File: src/sv/sxf_pkg.sv
// ----------------------------------------------------------------------------
// sxf_pkg
// Types and constants shared by the STX/ETX frame checker with XOR check byte.
// ----------------------------------------------------------------------------
`default_nettype none

package sxf_pkg;

  localparam int unsigned MAX_BURST_DEF  = 260;
  localparam int unsigned FRAME_OVERHEAD = 4;

  localparam logic [7:0] START_MARKER_RST = 8'h02;
  localparam logic [7:0] END_MARKER_RST   = 8'h03;

  // Register addresses (byte addresses on the configuration port).
  localparam int unsigned PADDR_W = 3;
  localparam logic [PADDR_W-1:0] ADDR_START_MARKER = 3'd0;
  localparam logic [PADDR_W-1:0] ADDR_END_MARKER   = 3'd4;

  typedef enum logic [2:0] {
    STATUS_OK         = 3'd0,
    STATUS_BAD_START  = 3'd1,
    STATUS_LEN_ERR    = 3'd2,
    STATUS_BAD_END    = 3'd3,
    STATUS_BAD_CHKSUM = 3'd4
  } frame_status_t;

  typedef enum logic {
    KIND_PAYLOAD = 1'b0,
    KIND_STATUS  = 1'b1
  } result_kind_t;

  typedef struct packed {
    logic [7:0] rx_byte;
    logic       burst_end;
  } item_t;

  typedef struct packed {
    result_kind_t  result_kind;
    logic [7:0]    payload_byte;
    frame_status_t frame_status;
    logic [7:0]    payload_length;
  } result_t;

  typedef struct packed {
    logic [7:0] start_marker;
    logic [7:0] end_marker;
  } cfg_t;

endpackage

`default_nettype wire

File: src/sv/sxf_core.sv
// ----------------------------------------------------------------------------
// sxf_core
// Frame state and per-byte evaluation: position count, start check, length
// capture, running XOR and end-of-burst status.
// ----------------------------------------------------------------------------
`default_nettype none

module sxf_core #(
  parameter int unsigned MAX_BURST = sxf_pkg::MAX_BURST_DEF
) (
  input  wire logic            clk,
  input  wire logic            rst,
  input  wire sxf_pkg::cfg_t   cfg,
  input  wire sxf_pkg::item_t  item,
  input  wire logic            advance,
  output logic                 res_valid,
  output sxf_pkg::result_t     res
);

  localparam int unsigned POS_W = $clog2(MAX_BURST + 1);
  // Compare width wide enough for the position and for length plus overhead.
  localparam int unsigned CMP_W = (POS_W > 9) ? POS_W + 1 : 10;

  logic [POS_W-1:0] byte_position, byte_position_next;
  logic             start_ok, start_ok_next;
  logic [7:0]       length_value, length_value_next;
  logic [7:0]       running_xor, running_xor_next;
  logic [7:0]       previous_byte, previous_byte_next;

  logic [CMP_W-1:0] pos_ext;
  logic             pos_zero;
  logic             pos_one;
  logic             pos_sat;
  logic             sok;
  logic [7:0]       len;

  assign pos_ext  = CMP_W'(byte_position);
  assign pos_zero = (byte_position == '0);
  assign pos_one  = (pos_ext == CMP_W'(1));
  assign pos_sat  = (pos_ext >= CMP_W'(MAX_BURST));
  assign sok      = pos_zero ? (item.rx_byte == cfg.start_marker) : start_ok;
  assign len      = pos_zero ? 8'd0 : (pos_one ? item.rx_byte : length_value);

  always_comb begin
    byte_position_next = byte_position;
    start_ok_next      = start_ok;
    length_value_next  = length_value;
    running_xor_next   = running_xor;
    previous_byte_next = previous_byte;
    res_valid          = 1'b0;
    res                = '0;

    if (item.burst_end) begin
      res_valid          = 1'b1;
      res.result_kind    = sxf_pkg::KIND_STATUS;
      res.payload_length = len;
      priority if (!sok) begin
        res.frame_status = sxf_pkg::STATUS_BAD_START;
      end else if (pos_sat ||
                   (pos_ext + CMP_W'(1)) !=
                   (CMP_W'(len) + CMP_W'(sxf_pkg::FRAME_OVERHEAD))) begin
        res.frame_status = sxf_pkg::STATUS_LEN_ERR;
      end else if (previous_byte != cfg.end_marker) begin
        res.frame_status = sxf_pkg::STATUS_BAD_END;
      end else if (running_xor != item.rx_byte) begin
        res.frame_status = sxf_pkg::STATUS_BAD_CHKSUM;
      end else begin
        res.frame_status = sxf_pkg::STATUS_OK;
      end
      byte_position_next = '0;
      running_xor_next   = '0;
    end else if (!pos_sat) begin
      if (pos_zero) begin
        start_ok_next = (item.rx_byte == cfg.start_marker);
      end else begin
        if (pos_one) begin
          length_value_next = item.rx_byte;
        end
        running_xor_next = running_xor ^ item.rx_byte;
        // Payload spans positions 2 through length + 1.
        if (pos_ext >= CMP_W'(2) && pos_ext < (CMP_W'(length_value) + CMP_W'(2))) begin
          res_valid        = 1'b1;
          res.result_kind  = sxf_pkg::KIND_PAYLOAD;
          res.payload_byte = item.rx_byte;
        end
      end
      previous_byte_next = item.rx_byte;
      byte_position_next = byte_position + POS_W'(1);
    end
  end

  always_ff @(posedge clk) begin
    if (rst) begin
      byte_position <= '0;
      start_ok      <= 1'b0;
      length_value  <= '0;
      running_xor   <= '0;
      previous_byte <= '0;
    end else if (advance) begin
      byte_position <= byte_position_next;
      start_ok      <= start_ok_next;
      length_value  <= length_value_next;
      running_xor   <= running_xor_next;
      previous_byte <= previous_byte_next;
    end
  end

endmodule

`default_nettype wire

File: src/sv/stx_etx_xor_frame_checker_unit.sv
// ----------------------------------------------------------------------------
// stx_etx_xor_frame_checker_unit
// Checks a burst framed by start and end markers with an XOR check byte.
// Path: a byte transferred in waits in the input register; its result then
// leaves through the result register. Throughput: one byte per cycle, set by
// the single evaluation stage, while result_stall does not hold the output.
// Reset: all frame state clears; start marker returns to 0x02, end marker 0x03.
// ----------------------------------------------------------------------------
`default_nettype none

module stx_etx_xor_frame_checker_unit #(
  parameter int unsigned MAX_BURST = sxf_pkg::MAX_BURST_DEF
) (
  input  wire logic                         clk,
  input  wire logic                         rst,
  // Configuration port
  input  wire logic                         psel,
  input  wire logic                         penable,
  input  wire logic                         pwrite,
  input  wire logic [sxf_pkg::PADDR_W-1:0]  paddr,
  input  wire logic [31:0]                  pwdata,
  output logic      [31:0]                  prdata,
  output logic                              pready,
  // Byte input channel
  input  wire logic                         item_valid,
  output logic                              item_stall,
  input  wire sxf_pkg::item_t               item,
  // Result channel
  output logic                              result_valid,
  input  wire logic                         result_stall,
  output sxf_pkg::result_t                  result
);

  sxf_pkg::cfg_t    cfg;
  logic             in_reg_valid;
  sxf_pkg::item_t   in_reg;
  logic             core_valid;
  sxf_pkg::result_t core_res;
  logic             out_free;
  logic             advance;
  logic             cfg_write;

  // Configuration registers.
  assign pready    = 1'b1;
  assign cfg_write = psel && penable && pwrite;

  always_ff @(posedge clk) begin
    if (rst) begin
      cfg.start_marker <= sxf_pkg::START_MARKER_RST;
      cfg.end_marker   <= sxf_pkg::END_MARKER_RST;
    end else if (cfg_write) begin
      if (paddr[2] == sxf_pkg::ADDR_START_MARKER[2]) begin
        cfg.start_marker <= pwdata[7:0];
      end else begin
        cfg.end_marker <= pwdata[7:0];
      end
    end
  end

  always_comb begin
    if (paddr[2] == sxf_pkg::ADDR_START_MARKER[2]) begin
      prdata = {24'd0, cfg.start_marker};
    end else begin
      prdata = {24'd0, cfg.end_marker};
    end
  end

  // The registered byte moves on when the output register has room for any
  // result it makes; bytes that make no result always move on.
  assign out_free   = !result_valid || !result_stall;
  assign advance    = in_reg_valid && (!core_valid || out_free);
  assign item_stall = in_reg_valid && !advance;

  always_ff @(posedge clk) begin
    if (rst) begin
      in_reg_valid <= 1'b0;
    end else if (item_valid && !item_stall) begin
      in_reg_valid <= 1'b1;
    end else if (advance) begin
      in_reg_valid <= 1'b0;
    end
  end

  always_ff @(posedge clk) begin
    if (item_valid && !item_stall) begin
      in_reg <= item;
    end
  end

  sxf_core #(
    .MAX_BURST(MAX_BURST)
  ) u_core (
    .clk      (clk),
    .rst      (rst),
    .cfg      (cfg),
    .item     (in_reg),
    .advance  (advance),
    .res_valid(core_valid),
    .res      (core_res)
  );

  always_ff @(posedge clk) begin
    if (rst) begin
      result_valid <= 1'b0;
    end else if (advance && core_valid) begin
      result_valid <= 1'b1;
    end else if (!result_stall) begin
      result_valid <= 1'b0;
    end
  end

  always_ff @(posedge clk) begin
    if (advance && core_valid) begin
      result <= core_res;
    end
  end

endmodule

`default_nettype wire
File: config.mk
export PLATFORM = sky130hd
export DESIGN_NAME = stx_etx_xor_frame_checker_unit
export DESIGN_NICKNAME = d
export VERILOG_FILES = /design/src/sv/sxf_pkg.sv /design/src/sv/sxf_core.sv /design/src/sv/stx_etx_xor_frame_checker_unit.sv
export SDC_FILE = /design/constraint.sdc
export NUM_CORES = 1
export LEC_CHECK = 0
export BUFFER_PORTS_ARGS = -buffer_cell sky130_fd_sc_hd__buf_2
export CORE_MARGIN = 4
export CORE_UTILIZATION = 25
export DETAILED_ROUTE_END_ITERATION = 10
export SLEW_MARGIN = 10
export SYNTH_ARGS = -nofsm -noshare
export SYNTH_HDL_FRONTEND = slang
export SYNTH_HIERARCHICAL = 1
export SYNTH_SLANG_ARGS = --single-unit
File: constraint.sdc
create_clock -name clk -period 6.2 [get_ports clk]
set_clock_uncertainty 0.1 [all_clocks]
set_input_delay 1.24 -clock clk [delete_from_list [all_inputs] [get_ports clk]]
set_output_delay 1.24 -clock clk [all_outputs]
set_load 0.03 [all_outputs]
==> out/summary.txt <==
Port Buffers -> 54
Post-synth EDFFs -> 29
Hold Violations, Final -> 0
CP arrival -> 3240 ps
Cts hold-fix bufs -> 0
Sequential share of the synthesized area -> 41.6%
Starting Density -> 25.5%
Total gr overflow -> 0
Top Registers -> result (20), cfg (16)
All-layer global routing usage -> 10.9%
Number of flip-flops in the largest register -> 20
CTS Buf Count -> 9
# setup viols final -> 0
Row Count -> 49
Mapped Area -> 4600 sq um
Number of I/O pins -> 106
Setup TNS -> 0 ps
Final ANT Viol Nets -> 0
Syn Area/Cell -> 9.41 sq um
Worst Setup Path Type -> flip-flop to output pin
Largest net degree at the start of global routing -> 62
Fin. max-slew vios -> 0
Worst-Skew Late Latency -> 340 ps
Crit end category -> output pin
Post-layout nets -> 589
Unrepaired setup endpoints after global routing -> no
Reg-to-reg slack, setup -> 1620 ps
Chip width -> 144 um
Largest Register -> result
Final worst-path cycle share -> 73.9%
CTS resizes -> 0
Synth Flop Type -> dfxtp_1
Hold_ws -> 367 ps
Clock sinks -> 81
Max Buffers Root-to-Sink -> 2
DP HPWL -> 8.06 mm
Worst EP required -> 4860 ps
PwrDens -> 227 nW/um^2
Min-Delay Path Class -> flip-flop to flip-flop
DIE HEIGHT -> 144 um
Area contributors post-synth -> dfxtp_1 23%, edfxtp_1 19%, xnor2_1 6.5%
Worst setup SP type -> flip-flop
Area grow syn2layout -> 13.4%
Fill cells -> 1926
Drt first pass iters -> 4
Relative slew margins -> 27.9%
Vias per inst -> 4.65
Tmin final -> 4580 ps
Asr flop ratio synth -> 0%
Most common library cells after synthesis -> 52 x dfxtp_1, 39 x nor2_1, 37 x a21oi_1
#FFs+latches synth -> 81
Yosys warns -> 6
Max H-tree Level -> 3
First-pass GRT wire length -> 17.6 mm
Drt total wl -> 11.2 mm
Routed WL per cell -> 14.8 um
CTS tree -> yes
Fin util -> 28.9%
Clk Tree Root Cell -> clkbuf_16
DRC viols -> 0
Vias in the first global route -> 3162
Peak supply drop -> 0.153 mV
Count leader, synth -> dfxtp_1
Mapped Cells -> 489
Max Freq -> 0.218 GHz
Worst Path Max Fanout -> 9
Die ar. -> 20600 sq um
Initial antenna violation count -> 2
Leakage -> 0.00206 uW
Area leader, netlist -> dfxtp_1
DR iter-0 viols -> 274
Unique masters post-synth -> 48
Post-CTS Setup Inserts -> 0
Maximum Capacitance Violations -> 0
GPL Wtd Cong -> 0.834
Core ar. -> 18000 sq um
Fraction of layout cells with a size suffix above 1 -> 16.6%
Clock transition at path regs -> 60 ps
Least-Margin Pin Slew -> 1080 ps
DR vias -> 3531
Status -> finished, final reports clean
Post-synth top area share -> 22.6%
power breakdown:
group | internal, uW | switching [uW] | total (uW) | leakage (uW)
sequential | 563 | 18.5 | 581 | 0.000697
clock | 273 | 223 | 496 | 0.000131
combinational | 34.1 | 71.2 | 105 | 0.00124
final timing paths:
| kind | to | startpoint | cells after the start |
|---|---|---|---|
| max | item_stall | u_core/byte_position[2]$_SDFFE_PP0P_ | 9 |
| min | u_core/previous_byte[0]$_SDFFE_PP0P_ | u_core/previous_byte[0]$_SDFFE_PP0P_ | 2 |
| max reg2reg | u_core/length_value[0]$_SDFFE_PP0P_ | u_core/byte_position[2]$_SDFFE_PP0P_ | 12 |
| min reg2reg | u_core/previous_byte[0]$_SDFFE_PP0P_ | u_core/previous_byte[0]$_SDFFE_PP0P_ | 2 |
final cells by class:
cell class	instances	area (sq um)	share of cell area, %
inverters	7	26.3	0.504
multi-input cells	370	2430	46.6
repair buffers	56	285	5.47
diodes	1	2.50	0.0480
flip-flops and latches	81	1910	36.6
clock inverters	6	42.5	0.815
clock buffers	10	229	4.39
well taps	229	287	5.49
worst max-delay path: stages, from the launching register on:
cell and delay, ps:
dfxtp_1 390, or4_1 710, o31a_1 390, a211o_1 310, nor3_1 120, o21ai_1 280
nand3b_1 230, nand4_1 180, inv_1 80, buf_2 200
metal layers:
layer,routed length [um],track usage [%],vias to the layer above
met5,7,0,-
met4,159,3.52,2
met3,693,2.66,14
met2,4960,15.5,108
met1,5390,16.1,1681
li1,-,-,1726
cells in the final DEF, fill, tap and decap left out, types with 13 or more instances in the layout:
cell type / n
edfxtp_1: 29
o21ai_0: 16
dfxtp_1: 52
ha_1: 13
xor2_1: 14
nand3b_1: 15
conb_1: 25
nand2_1: 31
a21oi_1: 36
xnor2_1: 34
buf_2: 54
nor2_1: 39
mux2i_1: 23
nand2b_1: 30
cells by family after synthesis:
family / share of synthesized area (%)
simple gates: 20.4
flops: 41.6
buf+inv: 7.51
compound gates: 10.2
fa+ha+maj: 3.54
mux: 7.45
xor+xnor: 9.14
other cells: 0.163
per-stage QoR:
stage | cells | instance area (sq um) | worst slack, ps | power, uW
after detailed placement | 743 | 4940 | 1640 | 699
after floorplan | 512 | 4690 | 2440 | 681
after global placement | 743 | 4940 | 1710 | 698
final | 760 | 5220 | 1620 | 1180
after CTS | 759 | 5220 | 1610 | 1190
after global routing | 760 | 5220 | 1160 | 1230
No activity file was read; power rests on OpenSTA's default activity.
